===== config.mk =====
export PLATFORM = sky130hd
export DESIGN_NAME = wall_follow_pd_sequencer_core
export DESIGN_NICKNAME = d
export VERILOG_FILES = /design/src/hdl/wfpd_pkg.sv /design/src/hdl/wfpd_calc.sv /design/src/hdl/wall_follow_pd_sequencer_core.sv
export VERILOG_INCLUDE_DIRS = /design/src /design/src/hdl
export SDC_FILE = /design/constraint.sdc
export NUM_CORES = 2
export LEC_CHECK = 0
export BUFFER_PORTS_ARGS = -buffer_cell sky130_fd_sc_hd__buf_2
export CORE_UTILIZATION = 50
export DETAILED_ROUTE_END_ITERATION = 12
export PLACE_DENSITY = 0.67
export SLEW_MARGIN = 5
export SYNTH_ARGS = -nofsm -noshare
export SYNTH_HDL_FRONTEND = slang
export SYNTH_HIERARCHICAL = 1
export SYNTH_SLANG_ARGS = --single-unit

===== constraint.sdc =====
create_clock -name i_clk -period 26 [get_ports i_clk]
set_input_delay 1.3 -clock i_clk [delete_from_list [all_inputs] [get_ports i_clk]]
set_output_delay 1.3 -clock i_clk [all_outputs]
set_load 0.01 [all_outputs]

===== src/hdl/wall_follow_pd_sequencer_core_defines.svh =====
// Assertion macros for the wall follow PD sequencer.
`ifndef WALL_FOLLOW_PD_SEQUENCER_CORE_DEFINES_SVH
`define WALL_FOLLOW_PD_SEQUENCER_CORE_DEFINES_SVH

`ifndef SYNTHESIS
// same-cycle implication
`define WFPD_ASSERT_IMP(lbl, clk, rstn, ante, cons) \
    lbl: assert property (@(posedge clk) disable iff (!(rstn)) (ante) |-> (cons)) \
        else $error("same-cycle check failed");
// next-cycle implication
`define WFPD_ASSERT_NXT(lbl, clk, rstn, ante, cons) \
    lbl: assert property (@(posedge clk) disable iff (!(rstn)) (ante) |=> (cons)) \
        else $error("next-cycle check failed");
`else
`define WFPD_ASSERT_IMP(lbl, clk, rstn, ante, cons)
`define WFPD_ASSERT_NXT(lbl, clk, rstn, ante, cons)
`endif

`endif


===== src/hdl/wfpd_pkg.sv =====
package wfpd_pkg;

    localparam int DIST_W   = 14;
    localparam int GAIN_W   = 12;
    localparam int CMD_W    = 16;
    localparam int ERR_W    = DIST_W + 1;
    localparam int LAST_W   = 16;
    localparam int STATUS_W = 4;
    localparam int CFG_IDX_W = 3;

    typedef enum logic [4:0] {
        PH_GROUND   = 5'b00001,
        PH_TAKEOFF  = 5'b00010,
        PH_HOVER    = 5'b00100,
        PH_APPROACH = 5'b01000,
        PH_TRACK    = 5'b10000
    } t_phase;

    localparam logic [CFG_IDX_W-1:0] CFG_APPROACH_KP = 3'd0;
    localparam logic [CFG_IDX_W-1:0] CFG_SHARED_KD   = 3'd1;
    localparam logic [CFG_IDX_W-1:0] CFG_TRACK_KP    = 3'd2;
    localparam logic [CFG_IDX_W-1:0] CFG_YAW_KP      = 3'd3;
    localparam logic [CFG_IDX_W-1:0] CFG_TARGET      = 3'd4;
    localparam logic [CFG_IDX_W-1:0] CFG_TOLERANCE   = 3'd5;
    localparam logic [CFG_IDX_W-1:0] CFG_SIDE_SPEED  = 3'd6;

    localparam logic KIND_TAKEOFF  = 1'b0;
    localparam logic KIND_VELOCITY = 1'b1;

    localparam logic [STATUS_W-1:0] STATUS_FLYING   = 4'd3;
    localparam logic [STATUS_W-1:0] STATUS_HOVERING = 4'd7;

    localparam logic [GAIN_W-1:0]        RST_APPROACH_KP = 12'd307;
    localparam logic [GAIN_W-1:0]        RST_SHARED_KD   = 12'd56;
    localparam logic [GAIN_W-1:0]        RST_TRACK_KP    = 12'd128;
    localparam logic [GAIN_W-1:0]        RST_YAW_KP      = 12'd384;
    localparam logic [DIST_W-1:0]        RST_TARGET      = 14'd1200;
    localparam logic [DIST_W-1:0]        RST_TOLERANCE   = 14'd10;
    localparam logic signed [CMD_W-1:0] RST_SIDE_SPEED  = 16'sd500;
    localparam logic signed [LAST_W-1:0] RST_LAST_ERR   = 16'sd340;

endpackage


===== src/hdl/wfpd_calc.sv =====
// PD forward term and P yaw term, fixed point gains, floor shift, 16 bit clamp.
module wfpd_calc #(
    parameter int GAIN_FRAC_BITS = 8
) (
    input  logic signed [wfpd_pkg::ERR_W-1:0]  i_err,
    input  logic signed [wfpd_pkg::LAST_W-1:0] i_last_err,
    input  logic        [wfpd_pkg::GAIN_W-1:0] i_kp,
    input  logic        [wfpd_pkg::GAIN_W-1:0] i_kd,
    input  logic        [wfpd_pkg::GAIN_W-1:0] i_yaw_kp,
    input  logic        [wfpd_pkg::DIST_W-1:0] i_left,
    input  logic        [wfpd_pkg::DIST_W-1:0] i_right,
    output logic signed [wfpd_pkg::CMD_W-1:0]  o_forward,
    output logic signed [wfpd_pkg::CMD_W-1:0]  o_yaw
);

    localparam int DIFF_W = wfpd_pkg::LAST_W + 1;
    localparam int P_W    = wfpd_pkg::ERR_W + wfpd_pkg::GAIN_W + 1;
    localparam int D_W    = DIFF_W + wfpd_pkg::GAIN_W + 1;
    localparam int SUM_W  = D_W + 1;

    function automatic logic signed [wfpd_pkg::CMD_W-1:0] sat16(
        input logic signed [SUM_W-1:0] v
    );
        logic signed [wfpd_pkg::CMD_W-1:0] r;
        if (v > SUM_W'(32767)) begin
            r = 16'sh7FFF;
        end else if (v < -SUM_W'(32768)) begin
            r = 16'sh8000;
        end else begin
            r = v[wfpd_pkg::CMD_W-1:0];
        end
        return r;
    endfunction

    logic signed [DIFF_W-1:0]         diff;
    logic signed [P_W-1:0]            prod_p;
    logic signed [D_W-1:0]            prod_d;
    logic signed [SUM_W-1:0]          pd_sum;
    logic signed [SUM_W-1:0]          pd_shift;
    logic signed [wfpd_pkg::ERR_W-1:0] lr_diff;
    logic signed [P_W-1:0]            prod_y;
    logic signed [P_W-1:0]            y_shift;

    assign diff   = {{2{i_err[wfpd_pkg::ERR_W-1]}}, i_err}
                  - {i_last_err[wfpd_pkg::LAST_W-1], i_last_err};
    assign prod_p = i_err * $signed({1'b0, i_kp});
    assign prod_d = diff * $signed({1'b0, i_kd});
    assign pd_sum = {{(SUM_W-P_W){prod_p[P_W-1]}}, prod_p} + {prod_d[D_W-1], prod_d};
    // arithmetic shift gives the floor toward minus infinity
    assign pd_shift = pd_sum >>> GAIN_FRAC_BITS;

    // yaw = -(left - right) * gain
    assign lr_diff = $signed({1'b0, i_right}) - $signed({1'b0, i_left});
    assign prod_y  = lr_diff * $signed({1'b0, i_yaw_kp});
    assign y_shift = prod_y >>> GAIN_FRAC_BITS;

    assign o_forward = sat16(pd_shift);
    assign o_yaw     = sat16({{(SUM_W-P_W){y_shift[P_W-1]}}, y_shift});

endmodule


===== src/hdl/wall_follow_pd_sequencer_core.sv =====
// Wall follow PD sequencer.
// Input stream (s_axis): one sensor word per update: front, left and right
// distances in mm and the vehicle's flight status. Output stream (m_axis):
// at most one command word per sensor word; tuser tells a takeoff request
// from a velocity command. The config channel writes gain, target,
// tolerance and side speed registers; write them only while no word is
// in flight.
// A word accepted into the input register moves on to the result register
// and leaves m_axis from there. Throughput: one word per cycle unless
// m_axis stalls; the phase and last error update in the single compute
// stage, so back-to-back words see each other's state.
// Words in the taking off and hovering phases produce no command.
// Reset: phase goes to on ground, last error to 340 mm, registers to their
// defaults, both pipeline registers empty.
// Stall: while m_axis_tready is low the result register holds its word and
// the input register fills; s_axis_tready drops once both are full.
`include "wall_follow_pd_sequencer_core_defines.svh"

module wall_follow_pd_sequencer_core #(
    parameter int GAIN_FRAC_BITS = 8
) (
    input  logic        i_clk,
    input  logic        i_rst_n,
    input  logic        i_cfg_valid,
    output logic        o_cfg_ready,
    input  logic [2:0]  i_cfg_index,
    input  logic [15:0] i_cfg_data,
    input  logic        s_axis_tvalid,
    output logic        s_axis_tready,
    // front_distance[13:0], left_distance[27:14], right_distance[41:28],
    // flight_status[45:42], zero fill [47:46]
    input  logic [47:0] s_axis_tdata,
    output logic        m_axis_tvalid,
    input  logic        m_axis_tready,
    // forward_cmd[15:0], sideways_cmd[31:16], yaw_cmd[47:32]
    output logic [47:0] m_axis_tdata,
    // command_kind[0]
    output logic [0:0]  m_axis_tuser
);

    localparam int DW = wfpd_pkg::DIST_W;
    localparam int GW = wfpd_pkg::GAIN_W;
    localparam int CW = wfpd_pkg::CMD_W;

    // config registers
    logic        [GW-1:0] r_approach_kp, r_shared_kd, r_track_kp, r_yaw_kp;
    logic        [DW-1:0] r_target, r_tolerance;
    logic signed [CW-1:0] r_side_speed;

    // input register
    logic                               r_in_valid;
    logic [DW-1:0]                      r_front, r_left, r_right;
    logic [wfpd_pkg::STATUS_W-1:0]      r_status;

    // sequencer state
    wfpd_pkg::t_phase                   r_phase, n_phase;
    logic signed [wfpd_pkg::LAST_W-1:0] r_last_err, n_last_err;

    // result register
    logic                 r_out_valid, n_out_valid;
    logic                 r_kind, n_kind;
    logic signed [CW-1:0] r_fwd, n_fwd, r_side, n_side, r_yaw, n_yaw;

    logic                              advance;
    logic signed [wfpd_pkg::ERR_W-1:0] err;
    logic        [GW-1:0]              sel_kp;
    logic signed [CW-1:0]              calc_fwd, calc_yaw;

    assign o_cfg_ready   = 1'b1;
    assign advance       = r_in_valid && (!r_out_valid || m_axis_tready);
    assign s_axis_tready = !r_in_valid || advance;

    assign m_axis_tvalid = r_out_valid;
    assign m_axis_tdata  = {r_yaw, r_side, r_fwd};
    assign m_axis_tuser  = r_kind;

    always_ff @(posedge i_clk) begin
        if (!i_rst_n) begin
            r_approach_kp <= wfpd_pkg::RST_APPROACH_KP;
            r_shared_kd   <= wfpd_pkg::RST_SHARED_KD;
            r_track_kp    <= wfpd_pkg::RST_TRACK_KP;
            r_yaw_kp      <= wfpd_pkg::RST_YAW_KP;
            r_target      <= wfpd_pkg::RST_TARGET;
            r_tolerance   <= wfpd_pkg::RST_TOLERANCE;
            r_side_speed  <= wfpd_pkg::RST_SIDE_SPEED;
        end else if (i_cfg_valid) begin
            unique case (i_cfg_index)
                wfpd_pkg::CFG_APPROACH_KP: r_approach_kp <= i_cfg_data[GW-1:0];
                wfpd_pkg::CFG_SHARED_KD:   r_shared_kd   <= i_cfg_data[GW-1:0];
                wfpd_pkg::CFG_TRACK_KP:    r_track_kp    <= i_cfg_data[GW-1:0];
                wfpd_pkg::CFG_YAW_KP:      r_yaw_kp      <= i_cfg_data[GW-1:0];
                wfpd_pkg::CFG_TARGET:      r_target      <= i_cfg_data[DW-1:0];
                wfpd_pkg::CFG_TOLERANCE:   r_tolerance   <= i_cfg_data[DW-1:0];
                wfpd_pkg::CFG_SIDE_SPEED:  r_side_speed  <= $signed(i_cfg_data);
                default: ;
            endcase
        end
    end

    always_ff @(posedge i_clk) begin
        if (!i_rst_n) begin
            r_in_valid <= 1'b0;
        end else if (s_axis_tready) begin
            r_in_valid <= s_axis_tvalid;
        end
    end

    always_ff @(posedge i_clk) begin
        if (s_axis_tvalid && s_axis_tready) begin
            r_front  <= s_axis_tdata[13:0];
            r_left   <= s_axis_tdata[27:14];
            r_right  <= s_axis_tdata[41:28];
            r_status <= s_axis_tdata[45:42];
        end
    end

    assign err    = $signed({1'b0, r_front}) - $signed({1'b0, r_target});
    assign sel_kp = (r_phase == wfpd_pkg::PH_TRACK) ? r_track_kp : r_approach_kp;

    wfpd_calc #(
        .GAIN_FRAC_BITS (GAIN_FRAC_BITS)
    ) u_calc (
        .i_err      (err),
        .i_last_err (r_last_err),
        .i_kp       (sel_kp),
        .i_kd       (r_shared_kd),
        .i_yaw_kp   (r_yaw_kp),
        .i_left     (r_left),
        .i_right    (r_right),
        .o_forward  (calc_fwd),
        .o_yaw      (calc_yaw)
    );

    always_comb begin
        n_phase     = r_phase;
        n_last_err  = r_last_err;
        n_out_valid = r_out_valid && !m_axis_tready;
        n_kind      = r_kind;
        n_fwd       = r_fwd;
        n_side      = r_side;
        n_yaw       = r_yaw;
        if (advance) begin
            unique case (r_phase)
                wfpd_pkg::PH_GROUND: begin
                    n_out_valid = 1'b1;
                    n_kind      = wfpd_pkg::KIND_TAKEOFF;
                    n_fwd       = '0;
                    n_side      = '0;
                    n_yaw       = '0;
                    n_phase     = wfpd_pkg::PH_TAKEOFF;
                end
                wfpd_pkg::PH_TAKEOFF: begin
                    if (r_status == wfpd_pkg::STATUS_FLYING ||
                        r_status == wfpd_pkg::STATUS_HOVERING) begin
                        n_phase = wfpd_pkg::PH_HOVER;
                    end
                end
                wfpd_pkg::PH_HOVER: begin
                    n_phase = wfpd_pkg::PH_APPROACH;
                end
                wfpd_pkg::PH_APPROACH: begin
                    n_out_valid = 1'b1;
                    n_kind      = wfpd_pkg::KIND_VELOCITY;
                    n_fwd       = calc_fwd;
                    n_side      = '0;
                    n_yaw       = '0;
                    n_last_err  = wfpd_pkg::LAST_W'(err);
                    // negative error (too close) also ends the approach
                    if (err < $signed({1'b0, r_tolerance})) begin
                        n_phase = wfpd_pkg::PH_TRACK;
                    end
                end
                wfpd_pkg::PH_TRACK: begin
                    n_out_valid = 1'b1;
                    n_kind      = wfpd_pkg::KIND_VELOCITY;
                    n_fwd       = calc_fwd;
                    n_side      = r_side_speed;
                    n_yaw       = calc_yaw;
                    n_last_err  = wfpd_pkg::LAST_W'(err);
                end
                default: ;
            endcase
        end
    end

    always_ff @(posedge i_clk) begin
        if (!i_rst_n) begin
            r_phase     <= wfpd_pkg::PH_GROUND;
            r_last_err  <= wfpd_pkg::RST_LAST_ERR;
            r_out_valid <= 1'b0;
        end else begin
            r_phase     <= n_phase;
            r_last_err  <= n_last_err;
            r_out_valid <= n_out_valid;
        end
    end

    always_ff @(posedge i_clk) begin
        r_kind <= n_kind;
        r_fwd  <= n_fwd;
        r_side <= n_side;
        r_yaw  <= n_yaw;
    end

    `WFPD_ASSERT_IMP(a_takeoff_zero, i_clk, i_rst_n,
        m_axis_tvalid && (m_axis_tuser[0] == wfpd_pkg::KIND_TAKEOFF),
        m_axis_tdata == '0)
    `WFPD_ASSERT_NXT(a_ground_step, i_clk, i_rst_n,
        advance && (r_phase == wfpd_pkg::PH_GROUND),
        (r_phase == wfpd_pkg::PH_TAKEOFF) && r_out_valid)
    `WFPD_ASSERT_NXT(a_approach_no_side, i_clk, i_rst_n,
        advance && (r_phase == wfpd_pkg::PH_APPROACH),
        r_out_valid && (m_axis_tdata[47:16] == '0))

endmodule

==> results_dict.tcl <==
set metrics [dict create \
    status "complete, no violations" \
    dieArea_sq_mm 0.06500 \
    max_stage_delay_ps 560 \
    period_minus_slack_ps 11610 \
    vias 22600 \
    avgSynthCellArea_sq_um 9.249 \
    ff2ff_path_depth 39 \
    worstPathRequired_ps 26320 \
    netlist.area_leader.share_pct 36.98 \
    place.gp.congestion 0.8837 \
    cts_tree "built" \
    yosysUniqueCellTypes 81 \
    reg2reg_from "r_front[0]$_DFFE_PP_" \
    wl_um 74790 \
    postSynthNetCount 4355 \
    yosysMostFrequentCell "inv_1" \
    drc_errors 0 \
    rows 92 \
    tns_ps 0 \
    hold_depth 2 \
    slew_violations 0 \
    hold_buffers 0 \
    grt_antenna_before_repair 5 \
    cts_resized 0 \
    cts_setup_buffers 0 \
    fmax_mhz 86.15 \
    clock_latency_ps 580 \
    ys_warn_count 6 \
    synth-edff-count 94 \
    period_share_pct 44.64 \
    hp-start "r_side_speed[14]$_SDFFE_PN0P_" \
    die_w_um 254.9 \
    grt_max_degree 120 \
    hold_class "flip-flop to flip-flop" \
    r2r-end "r_fwd[10]$_SDFFCE_PN0P_" \
    synth_top_area_cell "fa_1" \
    synthCells 3459 \
    drt-initial-drc-count 1312 \
    root_buffer "clkbuf_16" \
    synthTopCellsByArea "fa_1 37%, ha_1 9.1%, inv_1 9.1%, edfxtp_1 8.8%, dfxtp_1 7.1%" \
    setup_viol 0 \
    r2r_slack_ps 14390 \
    maxSlewHeadroom_pct 14.13 \
    track_usage_pct 24.37 \
    hold_violations 0 \
    clockBufferDepth 3 \
    cp-start-kind "flip-flop" \
    start_util_pct 50.62 \
    skew_ps 21.62 \
    drive_above_1_share_pct 6.650 \
    cts_max_level 1 \
    grt_pass1_vias 23710 \
    grt_pass1_wl_um 123500 \
    postSynth.asyncResetShare_pct 0 \
    grt_setup_unrepaired "no" \
    via_per_inst 5.170 \
    syn_to_final_growth_pct 6.813 \
    fin_util_pct 54.07 \
    numCtsBuffers 25 \
    nets 4397 \
    critPathMaxFanout 15 \
    synth_area_sq_mm 0.03199 \
    synth_top_cells_by_count "772 x inv_1, 591 x fa_1, 500 x nand2_1" \
    yosysSeqAreaShare_pct 15.96 \
    worstMarginPinSlew_ps 1282 \
    path_buf_inv 7 \
    worstPathArrival_ps 11920 \
    clkTransAtPathRegs_ps 60 \
    synth_top_flop_cell "dfxtp_1" \
    end_kind "flip-flop" \
    core_area_sq_mm 0.06320 \
    yosys_register_bits 208 \
    min_to "r_side_speed[14]$_SDFFE_PN0P_" \
    crit_path_frequent_cell "fa_1" \
    nFillCells 5824 \
    cp_top_family "adder cells" \
    io_buffers 119 \
    chipHeight_um 254.9 \
    grt.overflow.total 0 \
    hpwl_um 59650 \
    io_pins 124 \
    cts_sinks 208 \
    drtAntennaViolNets 0 \
    critical_path_class "flip-flop to flip-flop" \
    drv_cap 0 \
    wl_per_cell_um 17.11 \
    crit_slowest_cell "a21oi_1" \
    drtPass1Iterations 5 \
]
[flip-flops by register name (all words and copies together) (netlist names), 3 cells and up]
| signal | count |
|---|---|
| r_fwd | 16 |
| r_last_err | 15 |
| r_track_kp | 12 |
| r_left | 14 |
| r_yaw | 16 |
| r_target | 14 |
| r_side | 16 |
| r_side_speed | 16 |
| r_front | 14 |
| r_status | 3 |
| r_shared_kd | 12 |
| r_approach_kp | 12 |
| r_yaw_kp | 12 |
| r_tolerance | 14 |
| r_right | 14 |
| r_phase | 5 |
[tightest hold or removal path: cells and delay by family (launching register included)]
family	cells	cell delay [ps]
flops	1	310
compound gates	1	50
simple gates	1	50
[how the worst max path moves through the flow]
| stage | depth (start not counted) | from | endpoint |
|---|---|---|---|
| final | 39 | r_front[0]$_DFFE_PP_ | r_fwd[10]$_SDFFCE_PN0P_ |
| after global placement | 38 | r_front[0]$_DFFE_PP_ | r_fwd[6]$_SDFFCE_PN0P_ |
| after CTS | 38 | r_front[0]$_DFFE_PP_ | r_fwd[10]$_SDFFCE_PN0P_ |
| after detailed placement | 38 | r_front[0]$_DFFE_PP_ | r_fwd[10]$_SDFFCE_PN0P_ |
| after global routing | 38 | r_front[0]$_DFFE_PP_ | r_fwd[2]$_SDFFCE_PN0P_ |
| after floorplan | 41 | r_front[0]$_DFFE_PP_ | r_fwd[10]$_SDFFCE_PN0P_ |
[routing by layer]
layer	GRT usage, %	share of wire (%)	up-vias
li1	-	-	10590
met3	3.346	5.5	96
met4	7.579	2.9	0
met5	0	0	-
met2	40.68	48	539
met1	32.89	44	11370
[layout by cell type (no fill, tap or decap), types with 10 or more instances in the layout]
cell type  instances
inv_1            772
fa_1             591
nand2_1          500
and2_1           275
ha_1             233
buf_2            118
dfxtp_1          114
edfxtp_1          94
a21boi_0          70
nor2_1            67
xnor2_1           61
o21ai_0           55
a21oi_1           52
nand3_1           50
nor2b_1           46
a21o_1            40
buf_4             38
nand2b_1          25
clkbuf_16         25
o211ai_1          22
and3_1            21
xor2_1            20
a211oi_1          15
nor3_1            14
o21a_1            12
a21boi_1          11
nand4_1           11
a31oi_1           11
o211a_1           10
[through the flow]
step | hold slack (ps) | instances | area, sq um | setup slack (ps)
detailed placement | 443.8 | 4320 | 33380 | 14590
floorplan | 430.5 | 3459 | 31990 | 16160
global placement | 437.9 | 4320 | 33380 | 14650
finish | 451.3 | 4371 | 34170 | 14390
global route | 476.0 | 4370 | 34170 | 13680
CTS | 452.3 | 4365 | 34160 | 14520
[layout make-up]
type	instances	area [sq um]	share of cell area [%]
Clock inverter	13	103.9	0.3039
Clock buffer	32	671.9	1.966
Timing Repair Buffer	156	875.8	2.563
Antenna cell	6	15.01	0.04394
Inverter	774	2905	8.502
Multi-Input combinational cell	2336	23440	68.58
Sequential cell	208	5105	14.94
Tap cell	846	1059	3.098
[cell families (layout without fill, tap and decap cells)]
logic type / after synthesis / in the layout / synth area share (%)
XOR/XNOR: 82 / 82 / 2.245
flip-flops: 208 / 208 / 15.96
other: 1 / 7 / 0.01172
AO/OA/AOI/OAI: 353 / 353 / 7.803
AND/OR/NAND/NOR: 1057 / 1057 / 16.36
adder cells (fa/ha/maj): 824 / 824 / 46.10
buffers and inverters: 915 / 975 / 10.88
multiplexers: 19 / 19 / 0.6532
Power is not shown: default switching activity piles up to over one toggle a cycle in this logic, so the estimate is an artifact.
